===== config.mk =====
export PLATFORM = sky130hd
export DESIGN_NAME = window_stack_hit_test_and_drag_top
export DESIGN_NICKNAME = d
export VERILOG_FILES = /design/src/rtl/wsh_pkg.sv /design/src/rtl/window_stack_hit_test_and_drag_top.sv /design/src/rtl/wsh_cell.sv
export VERILOG_INCLUDE_DIRS = /design/src /design/src/rtl
export SDC_FILE = /design/constraint.sdc
export NUM_CORES = 2
export LEC_CHECK = 0
export BUFFER_PORTS_ARGS = -buffer_cell sky130_fd_sc_hd__buf_2
export CAP_MARGIN = 20
export CORE_AREA = 2 2 586 530
export CTS_CLUSTER_DIAMETER = 200
export DETAILED_ROUTE_END_ITERATION = 16
export DIE_AREA = 0 0 588 532
export GPL_TIMING_DRIVEN = 0
export PLACE_DENSITY = 0.61
export REMOVE_ABC_BUFFERS = 1
export SETUP_SLACK_MARGIN = 0.1
export SYNTH_ARGS = -nofsm -noshare
export SYNTH_HDL_FRONTEND = slang
export SYNTH_HIERARCHICAL = 1
export SYNTH_SLANG_ARGS = --single-unit

===== constraint.sdc =====
create_clock -name clk -period 12.02 [get_ports clk]
set_input_delay 3.606 -clock clk [delete_from_list [all_inputs] [get_ports clk]]
set_output_delay 3.606 -clock clk [all_outputs]
set_load 0.02 [all_outputs]

===== src/rtl/window_stack_hit_test_and_drag_top_macros.svh =====
// Assertion macros for the window stack block.
// Used by window_stack_hit_test_and_drag_top; expects clk and rst in scope.
`ifndef WINDOW_STACK_HIT_TEST_AND_DRAG_TOP_MACROS_SVH
`define WINDOW_STACK_HIT_TEST_AND_DRAG_TOP_MACROS_SVH

// same-cycle implication
`define WSH_ASSERT_NOW(lbl, pre, post, msg) \
  lbl: assert property (@(posedge clk) disable iff (rst) (pre) |-> (post)) else $error(msg);

// next-cycle implication
`define WSH_ASSERT_NEXT(lbl, pre, post, msg) \
  lbl: assert property (@(posedge clk) disable iff (rst) (pre) |=> (post)) else $error(msg);

`endif


===== src/rtl/wsh_pkg.sv =====
// Shared types and constants for the window stack block.
// No dependencies; used by wsh_cell and the top level.
`timescale 1ns / 1ps

package wsh_pkg;

  // one window record
  typedef struct packed {
    logic signed [15:0] pos_x;
    logic signed [15:0] pos_y;
    logic [12:0]        size_w;
    logic [12:0]        size_h;
    logic [3:0]         owner;
  } slot_t;

  // broadcast query to every cell
  typedef struct packed {
    logic [12:0] sx;
    logic [12:0] sy;
    logic [3:0]  client;
  } probe_t;

  // per-cell compare results
  typedef struct packed {
    logic hit;
    logic title;
    logic match;
  } cell_stat_t;

  typedef logic [1:0] cell_op_t;
  localparam cell_op_t CELL_HOLD = 2'd0;
  localparam cell_op_t CELL_TAKE = 2'd1;
  localparam cell_op_t CELL_LOAD = 2'd2;

  localparam logic [1:0] OP_CREATE  = 2'd0;
  localparam logic [1:0] OP_COMMIT  = 2'd1;
  localparam logic [1:0] OP_DESTROY = 2'd2;
  localparam logic [1:0] OP_MOUSE   = 2'd3;

  localparam logic [1:0] MSG_NONE  = 2'd0;
  localparam logic [1:0] MSG_CLICK = 2'd1;
  localparam logic [1:0] MSG_MOVE  = 2'd2;

  localparam logic CFG_SCREEN_WIDTH  = 1'b0;
  localparam logic CFG_SCREEN_HEIGHT = 1'b1;

  localparam logic [13:0] SCREEN_W_RESET = 14'd1024;
  localparam logic [13:0] SCREEN_H_RESET = 14'd768;

  localparam logic [15:0] CASCADE_BASE = 16'd60;
  localparam logic [15:0] CASCADE_DX   = 16'd48;
  localparam logic [15:0] CASCADE_DY   = 16'd40;
  localparam logic [12:0] SIZE_MAX     = 13'd4096;

endpackage


===== src/rtl/window_stack_hit_test_and_drag_top.sv =====
// Window stack with hit test and title-bar drag: top level.
// Depends on wsh_pkg, wsh_cell and window_stack_hit_test_and_drag_top_macros.svh.
//
// Usage:
// - Input channel (in_valid/in_ready) carries one item: op, client, size,
//   mouse motion and buttons. Output channel (out_valid/out_ready) returns
//   exactly one result item per input item, in order.
// - cfg_we/cfg_index/cfg_data write screen_width (0) or screen_height (1);
//   write only while the block is idle.
// - One item is worked on at a time. Create and commit go from accept
//   through the execute step straight to the result step. Destroy and mouse
//   events may first scan the stack; the scan walks the cell chain one slot
//   per cycle and covers at most MAX_WINDOWS slots.
// - Stack moves (destroy, raise) are a single step: every cell in the range takes
//   its upper neighbor's record at once.
// - The result sits in an output register; the next item is accepted while
//   it waits. A stalled receiver holds the block in its last step until the
//   register frees.
// - Reset empties the stack, centers the cursor for a 1024x768 screen and
//   ends any drag. Slot contents are not cleared.
`timescale 1ns / 1ps
`include "window_stack_hit_test_and_drag_top_macros.svh"

module window_stack_hit_test_and_drag_top #(
  parameter int MAX_WINDOWS  = 16,
  parameter int TITLE_HEIGHT = 22,
  localparam int IW = $clog2(MAX_WINDOWS),
  localparam int CW = $clog2(MAX_WINDOWS + 1)
) (
  input  logic               clk,
  input  logic               rst,
  input  logic               in_valid,
  output logic               in_ready,
  input  logic [1:0]         op,
  input  logic [3:0]         client,
  input  logic [12:0]        win_width,
  input  logic [12:0]        win_height,
  input  logic signed [9:0]  move_dx,
  input  logic signed [9:0]  move_dy,
  input  logic [2:0]         buttons,
  output logic               out_valid,
  input  logic               out_ready,
  output logic               redraw,
  output logic               status,
  output logic [1:0]         msg_kind,
  output logic [3:0]         msg_client,
  output logic signed [15:0] msg_x,
  output logic signed [15:0] msg_y,
  output logic [2:0]         msg_buttons,
  output logic [12:0]        cursor_x,
  output logic [12:0]        cursor_y,
  output logic [CW-1:0]      window_total,
  input  logic               cfg_we,
  input  logic               cfg_index,
  input  logic [13:0]        cfg_data
);

  localparam logic [3:0] S_IDLE      = 4'd0;
  localparam logic [3:0] S_EXEC      = 4'd1;
  localparam logic [3:0] S_MOUSE     = 4'd2;
  localparam logic [3:0] S_HIT       = 4'd3;
  localparam logic [3:0] S_RAISE     = 4'd4;
  localparam logic [3:0] S_DRAG      = 4'd5;
  localparam logic [3:0] S_DEL_SCAN  = 4'd6;
  localparam logic [3:0] S_DEL_SHIFT = 4'd7;
  localparam logic [3:0] S_DONE      = 4'd8;

  localparam logic signed [17:0] TH = 18'(TITLE_HEIGHT);
  localparam logic [CW-1:0] COUNT_MAX = CW'(MAX_WINDOWS);

  function automatic logic [12:0] clamp_axis(input logic [12:0] cur,
                                             input logic signed [9:0] d,
                                             input logic [13:0] scr);
    logic signed [15:0] lim;
    logic signed [15:0] n;
    lim = $signed({2'b0, scr}) - 16'sd2;
    if (lim < 16'sd0) lim = 16'sd0;
    if (lim > 16'sd8190) lim = 16'sd8190;
    n = $signed({3'b0, cur}) + {{6{d[9]}}, d};
    if (n < 16'sd0) n = 16'sd0;
    if (n > lim) n = lim;
    return n[12:0];
  endfunction

  function automatic logic signed [15:0] sat16(input logic signed [17:0] v);
    logic signed [15:0] r;
    if (v > 18'sd32767) r = 16'sh7fff;
    else if (v < -18'sd32768) r = 16'sh8000;
    else r = v[15:0];
    return r;
  endfunction

  // control state
  logic [3:0]    state;
  logic [CW-1:0] count;
  logic [12:0]   cur_col, cur_row;
  logic          drag_active;
  logic [IW-1:0] drag_slot;
  logic [13:0]   scr_w, scr_h;
  logic [IW-1:0] idx;

  // latched item
  logic [1:0]        op_r;
  logic [3:0]        client_r;
  logic [12:0]       ww_r, wh_r;
  logic signed [9:0] dx_r, dy_r;
  logic [2:0]        btn_r;

  // working registers
  logic [12:0]         ncx, ncy;
  logic                hit_title;
  wsh_pkg::slot_t      tmp;
  logic                res_status, changed;
  logic [1:0]          res_kind;
  logic [3:0]          res_client;
  logic signed [15:0]  res_x, res_y;
  logic [2:0]          res_btn;

  // cell chain
  wsh_pkg::slot_t      cell_data [MAX_WINDOWS];
  wsh_pkg::cell_stat_t cell_stat [MAX_WINDOWS];
  wsh_pkg::cell_op_t   cell_op   [MAX_WINDOWS];
  wsh_pkg::probe_t     probe;
  wsh_pkg::slot_t      load_data;
  logic                load_en, take_en;
  logic [CW-1:0]       load_idx;

  wsh_pkg::slot_t      rd_slot;
  logic                create_ok;
  logic signed [17:0]  drag_nx, drag_ny, click_x, click_y;
  logic [CW-1:0]       idx_c, drag_slot_c;

  assign in_ready    = state == S_IDLE;
  assign rd_slot     = cell_data[idx];
  assign idx_c       = CW'(idx);
  assign drag_slot_c = CW'(drag_slot);
  assign probe.sx     = ncx;
  assign probe.sy     = ncy;
  assign probe.client = client_r;

  assign create_ok = (count < COUNT_MAX) && (ww_r != 13'd0) && (wh_r != 13'd0) &&
                     (ww_r <= wsh_pkg::SIZE_MAX) && (wh_r <= wsh_pkg::SIZE_MAX);

  always_comb begin
    drag_nx = {{2{rd_slot.pos_x[15]}}, rd_slot.pos_x} +
              ($signed({5'b0, ncx}) - $signed({5'b0, cur_col}));
    drag_ny = {{2{rd_slot.pos_y[15]}}, rd_slot.pos_y} +
              ($signed({5'b0, ncy}) - $signed({5'b0, cur_row}));
    click_x = $signed({5'b0, ncx}) - {{2{tmp.pos_x[15]}}, tmp.pos_x};
    click_y = $signed({5'b0, ncy}) - {{2{tmp.pos_y[15]}}, tmp.pos_y} - TH;
  end

  // what the cells do this cycle
  always_comb begin
    load_en   = 1'b0;
    take_en   = 1'b0;
    load_idx  = count;
    load_data = tmp;
    case (state)
      S_EXEC: begin
        load_en = (op_r == wsh_pkg::OP_CREATE) && create_ok;
        load_data.pos_x  = wsh_pkg::CASCADE_BASE + 16'(count) * wsh_pkg::CASCADE_DX;
        load_data.pos_y  = wsh_pkg::CASCADE_BASE + 16'(count) * wsh_pkg::CASCADE_DY;
        load_data.size_w = ww_r;
        load_data.size_h = wh_r;
        load_data.owner  = client_r;
      end
      S_RAISE: begin
        take_en  = 1'b1;
        load_en  = 1'b1;
        load_idx = count - CW'(1);
      end
      S_DEL_SHIFT: take_en = 1'b1;
      S_DRAG: begin
        load_en   = 1'b1;
        load_idx  = idx_c;
        load_data = rd_slot;
        load_data.pos_x = sat16(drag_nx);
        load_data.pos_y = sat16(drag_ny);
      end
      default: ;
    endcase
  end

  for (genvar j = 0; j < MAX_WINDOWS; j++) begin : g_cell
    localparam logic [CW:0] JX = (CW + 1)'(j);
    logic in_range;
    assign in_range = (JX >= {1'b0, idx_c}) && ((JX + 1'b1) < {1'b0, count});
    assign cell_op[j] = (load_en && JX == {1'b0, load_idx}) ? wsh_pkg::CELL_LOAD :
                        (take_en && in_range) ? wsh_pkg::CELL_TAKE : wsh_pkg::CELL_HOLD;
    if (j == MAX_WINDOWS - 1) begin : g_last
      wsh_cell #(.TITLE_HEIGHT(TITLE_HEIGHT)) u_cell (
        .clk(clk), .op(cell_op[j]), .load_data(load_data), .up_data(cell_data[j]),
        .probe(probe), .data(cell_data[j]), .stat(cell_stat[j]));
    end else begin : g_mid
      wsh_cell #(.TITLE_HEIGHT(TITLE_HEIGHT)) u_cell (
        .clk(clk), .op(cell_op[j]), .load_data(load_data), .up_data(cell_data[j+1]),
        .probe(probe), .data(cell_data[j]), .stat(cell_stat[j]));
    end
  end

  // configuration
  always_ff @(posedge clk) begin
    if (rst) begin
      scr_w <= wsh_pkg::SCREEN_W_RESET;
      scr_h <= wsh_pkg::SCREEN_H_RESET;
    end else if (cfg_we) begin
      if (cfg_index == wsh_pkg::CFG_SCREEN_WIDTH) scr_w <= cfg_data;
      else scr_h <= cfg_data;
    end
  end

  // sequencer
  always_ff @(posedge clk) begin
    if (rst) begin
      state       <= S_IDLE;
      count       <= '0;
      cur_col     <= 13'(wsh_pkg::SCREEN_W_RESET >> 1);
      cur_row     <= 13'(wsh_pkg::SCREEN_H_RESET >> 1);
      drag_active <= 1'b0;
      drag_slot   <= '0;
      out_valid   <= 1'b0;
      idx         <= '0;
    end else begin
      // S_DONE reloads the output register itself
      if (out_valid && out_ready && state != S_DONE) out_valid <= 1'b0;
      case (state)
        S_IDLE: begin
          if (in_valid) begin
            op_r       <= op;
            client_r   <= client;
            ww_r       <= win_width;
            wh_r       <= win_height;
            dx_r       <= move_dx;
            dy_r       <= move_dy;
            btn_r      <= buttons;
            res_status <= 1'b0;
            res_kind   <= wsh_pkg::MSG_NONE;
            res_client <= '0;
            res_x      <= '0;
            res_y      <= '0;
            res_btn    <= '0;
            changed    <= 1'b0;
            ncx        <= cur_col;
            ncy        <= cur_row;
            state      <= S_EXEC;
          end
        end
        S_EXEC: begin
          idx <= '0;
          case (op_r)
            wsh_pkg::OP_CREATE: begin
              if (create_ok) count <= count + CW'(1);
              else res_status <= 1'b1;
              state <= S_DONE;
            end
            wsh_pkg::OP_DESTROY: state <= (count == '0) ? S_DONE : S_DEL_SCAN;
            wsh_pkg::OP_MOUSE: begin
              ncx   <= clamp_axis(cur_col, dx_r, scr_w);
              ncy   <= clamp_axis(cur_row, dy_r, scr_h);
              state <= S_MOUSE;
            end
            default: state <= S_DONE;
          endcase
        end
        S_MOUSE: begin
          if (!btn_r[0]) begin
            drag_active <= 1'b0;
            state       <= S_DONE;
          end else if (!drag_active) begin
            idx   <= IW'(count - CW'(1));
            state <= (count == '0) ? S_DONE : S_HIT;
          end else if (drag_slot_c < count) begin
            idx   <= drag_slot;
            state <= S_DRAG;
          end else begin
            state <= S_DONE;
          end
        end
        S_HIT: begin
          // top-down scan, one slot per cycle
          if (cell_stat[idx].hit) begin
            hit_title <= cell_stat[idx].title;
            tmp       <= rd_slot;
            state     <= S_RAISE;
          end else if (idx == '0) begin
            state <= S_DONE;
          end else begin
            idx <= idx - IW'(1);
          end
        end
        S_RAISE: begin
          changed <= 1'b1;
          if (hit_title) begin
            drag_active <= 1'b1;
            drag_slot   <= IW'(count - CW'(1));
          end else begin
            res_kind   <= wsh_pkg::MSG_CLICK;
            res_client <= tmp.owner;
            res_x      <= sat16(click_x);
            res_y      <= sat16(click_y);
            res_btn    <= btn_r;
          end
          state <= S_DONE;
        end
        S_DRAG: begin
          changed    <= 1'b1;
          res_kind   <= wsh_pkg::MSG_MOVE;
          res_client <= rd_slot.owner;
          res_x      <= sat16(drag_nx);
          res_y      <= sat16(drag_ny);
          state      <= S_DONE;
        end
        S_DEL_SCAN: begin
          // bottom-up search for the client's first window
          if (cell_stat[idx].match) state <= S_DEL_SHIFT;
          else if (idx_c + CW'(1) >= count) state <= S_DONE;
          else idx <= idx + IW'(1);
        end
        S_DEL_SHIFT: begin
          count <= count - CW'(1);
          state <= S_DONE;
        end
        S_DONE: begin
          if (!out_valid || out_ready) begin
            out_valid    <= 1'b1;
            redraw       <= (op_r != wsh_pkg::OP_MOUSE) || changed ||
                            (ncx != cur_col) || (ncy != cur_row);
            status       <= res_status;
            msg_kind     <= res_kind;
            msg_client   <= res_client;
            msg_x        <= res_x;
            msg_y        <= res_y;
            msg_buttons  <= res_btn;
            cursor_x     <= ncx;
            cursor_y     <= ncy;
            window_total <= count;
            cur_col      <= ncx;
            cur_row      <= ncy;
            state        <= S_IDLE;
          end
        end
        default: state <= S_IDLE;
      endcase
    end
  end

  `WSH_ASSERT_NEXT(a_count_step, !rst, (count == $past(count)) || (count == $past(count) + CW'(1)) || (count == $past(count) - CW'(1)), "window count jumped")
  `WSH_ASSERT_NOW(a_click_left, out_valid && msg_kind == wsh_pkg::MSG_CLICK, msg_buttons[0] && redraw, "click without left button or redraw")
  `WSH_ASSERT_NOW(a_move_has_window, out_valid && msg_kind == wsh_pkg::MSG_MOVE, (window_total != '0) && redraw && (msg_buttons == 3'd0), "move result without window")

endmodule


===== src/rtl/wsh_cell.sv =====
// One stack slot: holds a window record, shifts from its upper neighbor,
// and compares itself against the broadcast probe. Depends on wsh_pkg.
`timescale 1ns / 1ps

module wsh_cell #(
  parameter int TITLE_HEIGHT = 22
) (
  input  logic                clk,
  input  wsh_pkg::cell_op_t   op,
  input  wsh_pkg::slot_t      load_data,
  input  wsh_pkg::slot_t      up_data,
  input  wsh_pkg::probe_t     probe,
  output wsh_pkg::slot_t      data,
  output wsh_pkg::cell_stat_t stat
);

  localparam logic signed [17:0] TH = 18'(TITLE_HEIGHT);

  logic signed [17:0] sx, sy, px, py, x_end, y_title, y_end;

  always_ff @(posedge clk) begin
    case (op)
      wsh_pkg::CELL_TAKE: data <= up_data;
      wsh_pkg::CELL_LOAD: data <= load_data;
      default:            data <= data;
    endcase
  end

  always_comb begin
    sx      = $signed({5'b0, probe.sx});
    sy      = $signed({5'b0, probe.sy});
    px      = {{2{data.pos_x[15]}}, data.pos_x};
    py      = {{2{data.pos_y[15]}}, data.pos_y};
    x_end   = px + $signed({5'b0, data.size_w});
    y_title = py + TH;
    y_end   = y_title + $signed({5'b0, data.size_h});
    stat.hit   = (sx >= px) && (sx < x_end) && (sy >= py) && (sy < y_end);
    stat.title = sy < y_title;
    stat.match = data.owner == probe.client;
  end

endmodule

== After elaboration in Yosys (flattened, before gate mapping) ==
Cells that the tools add are included.

* $add $sub $neg: 66
* $mul: 2
* Magnitude comparators: 134
* Eq/ne operators: 93
* Muxes and demuxes: 146
* Bitwise logic cells: 3
* Reductions and logical operators: 156

{| class="wikitable"
|+ Operator list
! operator !! count
|-
| case mux 62 bit (2 select lines) || 16
|-
| < comparator 14 x 18 -> 1 bit || 48
|-
| 2-to-1 mux 16 bit || 35
|-
| >= comparator 14 x 16 -> 1 bit || 32
|-
| adder 16 x 14 -> 17 bit || 18
|-
| adder 18 x 14 -> 18 bit || 16
|-
| adder 16 x 6 -> 17 bit (second input constant) || 16
|-
| binary-select mux 62 bit (select 4 bit) || 1
|-
| 2-to-1 mux 62 bit || 2
|-
| logical AND 1 bit || 103
|-
| case mux 16 bit (3 select lines) || 2
|-
| 2-to-1 mux 4 bit || 20
|-
| 2-to-1 mux 13 bit || 6
|-
| == test 4 bit || 16
|-
| < comparator 15 x 1 -> 1 bit (second input constant) || 4
|-
| case mux 13 bit (2 select lines) || 2
|-
| greater-than comparator 17 x 16 -> 1 bit (second input constant) || 3
|-
| < comparator 17 x 16 -> 1 bit (second input constant) || 3
|-
| == test 4 x 5 -> 1 bit (first input constant) || 8
|-
| < comparator 4 x 5 -> 1 bit (first input constant) || 8
|-
| nonzero test 2 bit || 20
|-
| == test 2 bit (second input constant) || 18
|-
| 2-to-1 mux 2 bit || 18
|-
| subtractor 14 x 16 -> 17 bit || 2
|-
| 71 further kinds || 183
|}

* Flip-flop bits (word level): 1326
* Input bits: 75
* Output and inout bits: 76
* Logic and storage cells: 722

== Logic depth before layout (Yosys ltp) ==
* Word-level depth: 15
* Depth in mapped cells: 29
* Depth with buffers taken out: 29

== By module ==
The synthesis kept the hierarchy.

{| class="wikitable"
|+ By module, submodules not included
! module !! instances !! cells each !! area an instance (um^2)
|-
| wsh_cell (g_cell[12].g_mid.u_cell ...) || 10 || 556 || 5770.5
|-
| window_stack_hit_test_and_drag_top || 1 || 3162 || 30112.6
|-
| wsh_cell (g_cell[0].g_mid.u_cell ...) || 3 || 557 || 5770.5
|-
| wsh_cell (g_cell[9].g_mid.u_cell) || 1 || 553 || 5771.8
|-
| wsh_cell (g_cell[7].g_mid.u_cell) || 1 || 546 || 5721.7
|-
| wsh_cell (g_cell[8].g_mid.u_cell) || 1 || 542 || 5680.4
|}

== Worst setup path before layout ==
OpenSTA, ideal clock, no wires.

* Kind: reg2reg
* Start point: register g_cell[7].g_mid.u_cell/data[31] in the netlist's numbering
* End point: register hit_title (enable)
* Library setup time: 639 ps
* Data arrival time: 10167 ps
* Slack: 1214 ps
* Cell stages (with the launch flop): 22
* Period minus slack after synthesis: 10806 ps
* Cells stage by stage: edfxtp_1 > inv_1 > ha_1 > nor2b_1 > nor2_1 > xnor2_1 > ha_1 > or3_1 > or3_1 > o221ai_2 > xor2_1 > ha_1 > a211o_1 > nor2_1 > o21ai_0 > a221oi_1 > a221oi_2 > nor4_1 > mux2i_1 > o221ai_1 > o22ai_1 > nor4_1

{| class="wikitable"
|+ RTL lines
! item !! line !! text
|-
| start: declaration || wsh_cell.sv:13 || <nowiki>output wsh_pkg::slot_t data,</nowiki>
|-
| start signal: assignment || wsh_cell.sv:23 || <nowiki>wsh_pkg::CELL_TAKE: data <= up_data;</nowiki>
|-
| start signal: assignment || wsh_cell.sv:24 || <nowiki>wsh_pkg::CELL_LOAD: data <= load_data;</nowiki>
|-
| start signal: assignment || wsh_cell.sv:25 || <nowiki>default: data <= data;</nowiki>
|-
| end signal: assignment || window_stack_hit_test_and_drag_top.sv:283 || <nowiki>hit_title <= cell_stat[idx].title;</nowiki>
|-
| end: declaration || window_stack_hit_test_and_drag_top.sv:111 || <nowiki>logic hit_title;</nowiki>
|}

==> flow_summary.ini <==
[worst_setup_path]
cp.arrival_ns = 9.51
crit_chain = buf_16 > buf_16 > buf_12 > buf_16 > mux2i_1 > o221ai_1 > o22ai_1 > nor2_1 > ha_1 > inv_1 > fa_1 > nor2b_1 > o21ai_0 > a21boi_0 > o21ba_2 > o21ai_0 > a41oi_1 > a31o_2 > o21ai_2 > buf_8 > o21ai_2 > buf_8 > mux2_2
critPathCaptureType = flip-flop
critPathKind = flip-flop to flip-flop
startpoint_type = flip-flop
required_ns = 12.76
r2r_cells = 23
path_common_cell = buf_16
crit_slowest_cell = o221ai_1
cpPeakStageDelay_ns = 0.95
critPathMaxFanout = 49

[clock_tree]
cts.clk_slew.worst_paths_ns = 0.06
cts_tree = yes
clockBufferDepth = 4
holdBufCountCts = 0
post_cts_buffers = 0
clk_latency_ns = 0.88
cts_root_buf = clkbuf_16
numCtsBuffers = 171
cts_sinks = 1326
cts-resized-gates = 0
htreeDepth = 4

[floorplanning]
die_x_um = 588
fp.dieH_um = 532
ios = 151
dieArea_um2 = 313000
coreArea_um2 = 306000
initial_core_util = 0.399
num_rows = 193

[pwr]
leakage_nw = 54.7
pwr_density_cell_nw_per_um2 = 109
ir_drop_uv = 106
power_mw = 15.0

[sta]
drv_slew = 0
finalSetupViolations = 0
timing.fmax_mhz = 114
worstMarginPinSlew_ns = 1.25
finalCriticalPeriod_ns = 8.77
fin_setup_tns_ns = 0
finalWorstSetupSlack_ns = 3.25
hold_violations = 0
period_share = 0.730
rsz0062_at_grt = false
hold_slack_ns = 0.419
worst_clock_skew_ns = 0.0755
maxSlewHeadroom = 0.163

[drt]
drc = 0
finalWirelength_um = 424000
drtAntennaViolNets = 0
route.vias.total = 100240
dr.first_iter.drc_count = 10411
routed_via_density = 6.11
wl_per_cell_um = 25.9
dr.pass1.iters = 9

[cells_and_area]
drive_gt1_frac = 0.161
final_nets = 13959
final_cell_count_no_fill = 16409
most-common-layout-cells = ha_1 (1647), edfxtp_1 (1253), inv_1 (1009)
area_delta_synth_final_pct = 12.3
fillers = 28937
layout_commonest_cell = ha_1

[yosys]
yosysWarnings = 6
synth_flop_cell = edfxtp_1
yosys.area.top_type = edfxtp_1
avgSynthCellArea_um2 = 10.2
synth_top_area_share = 0.308
synth-seq-cells = 1326
synth.top_cells.by_area = edfxtp_1 (31%), ha_1 (17%), mux2_2 (9.2%), inv_1 (3.2%), a21oi_1 (3.2%)
async_reset_ff_frac = 0
syn-cell-area_um2 = 122000
synth-edff-count = 1253
seq_area_frac_synth = 0.320
syn_inst = 12034
yosysUniqueCellTypes = 124

[grt]
grt_max_degree = 80
track_usage = 0.262
antenna_found_initial = 18
grt_pass1_vias = 95792
grt_pass1_wl_um = 623000
gr-total-overflow = 0

[placed_design]
dp_hpwl_um = 333000
place_congestion = 0.951
dp_cells = 16095
place_ws_ns = 2.90
io_buffer_count = 150

[status]
status = complete, no violations

[hold_path]
min_path_cells = 0
min_path_type = flip-flop to flip-flop

[run]
maxCapViolations = 0
[through the flow]
| stage | util | area (um^2) |
|---|---|---|
| after floorplan | - | 121000 |
| after global placement | 0.414 | 127000 |
| after detailed placement | 0.429 | 131000 |
| after CTS | 0.448 | 137000 |
| after global routing | 0.449 | 137000 |
| final | 0.449 | 137000 |
[kinds of logic after synthesis]
family / share of synthesized area
compound gates: 0.172
mux: 0.142
flops: 0.320
xor+xnor: 0.0467
other cells: 0.0000307
buf+inv: 0.0432
fa+ha+maj: 0.177
simple gates: 0.0993
[path summary, 6_finish.rpt]
path	start	end	slack, ns
min reg2reg	res_x[15]$_DFFE_PP_	msg_x[15]$_DFFE_PP_	0.42
max reg2reg	idx[0]$_SDFFE_PP0P_	g_cell[13].g_mid.u_cell/data[37]$_DFFE_PP_	3.25
min	res_x[15]$_DFFE_PP_	msg_x[15]$_DFFE_PP_	0.42
max	idx[0]$_SDFFE_PP0P_	g_cell[13].g_mid.u_cell/data[37]$_DFFE_PP_	3.25
[layout make-up]
class / instances / area, um^2 / area share
sequential: 1326 / 39100 / 0.285
tap: 4095 / 5120 / 0.0373
clock buffer: 194 / 4460 / 0.0325
multi-input combinational: 9315 / 78300 / 0.570
timing repair buffer: 334 / 5000 / 0.0364
antenna: 2 / 5.00 / 0.0000364
inverter: 1031 / 3920 / 0.0285
clock inverter: 112 / 1430 / 0.0104
[state kept, by name, summed over array words and instances (netlist names), 10 cells and up]
| name | count |
|---|---|
| msg_y | 16 |
| wh_r | 13 |
| cur_col | 13 |
| ncx | 13 |
| res_y | 16 |
| msg_x | 16 |
| tmp | 62 |
| scr_h | 14 |
| cur_row | 13 |
| ncy | 13 |
| dx_r | 10 |
| res_x | 16 |
| scr_w | 14 |
| cursor_y | 13 |
| dy_r | 10 |
| g_cell.g_mid.u_cell/data | 930 |
| cursor_x | 13 |
| g_cell.g_last.u_cell/data | 62 |
| ww_r | 13 |
[synth_stat cells (196+ instances only)]
| cell type | number |
|---|---|
| ha_1 | 1663 |
| edfxtp_1 | 1253 |
| inv_1 | 1027 |
| mux2_2 | 1004 |
| a21oi_1 | 770 |
| nor2_1 | 569 |
| nand2_1 | 555 |
| o21ai_0 | 536 |
| xnor2_1 | 381 |
| mux2i_1 | 291 |
| a21o_1 | 277 |
| clkbuf_1 | 275 |
| xor2_1 | 266 |
| nand3_1 | 213 |
| nor3_1 | 196 |
[critical path: cells and delay by family, from the launching register on]
kind | cells | cell delay (ns)
fa+ha+maj | 2 | 0.72
buf+inv | 7 | 1.89
compound gates | 10 | 3.68
simple gates | 2 | 0.96
flops | 1 | 0.68
mux | 2 | 0.40
[metal layers]
layer	up-vias	routed length [um]	track usage
met1	49466	192000	0.377
met4	2	14000	0.0803
met2	4019	183000	0.399
li1	46128	-	-
met3	625	35500	0.0430
met5	-	17	0
[power by group]
part	switching, mW	internal (mW)	total (mW)
clock	2.20	3.35	5.56
sequential	0.144	5.09	5.23
combinational	2.66	1.54	4.20
total	5.00	9.99	15.0
Power figures use the tool's default switching activity.
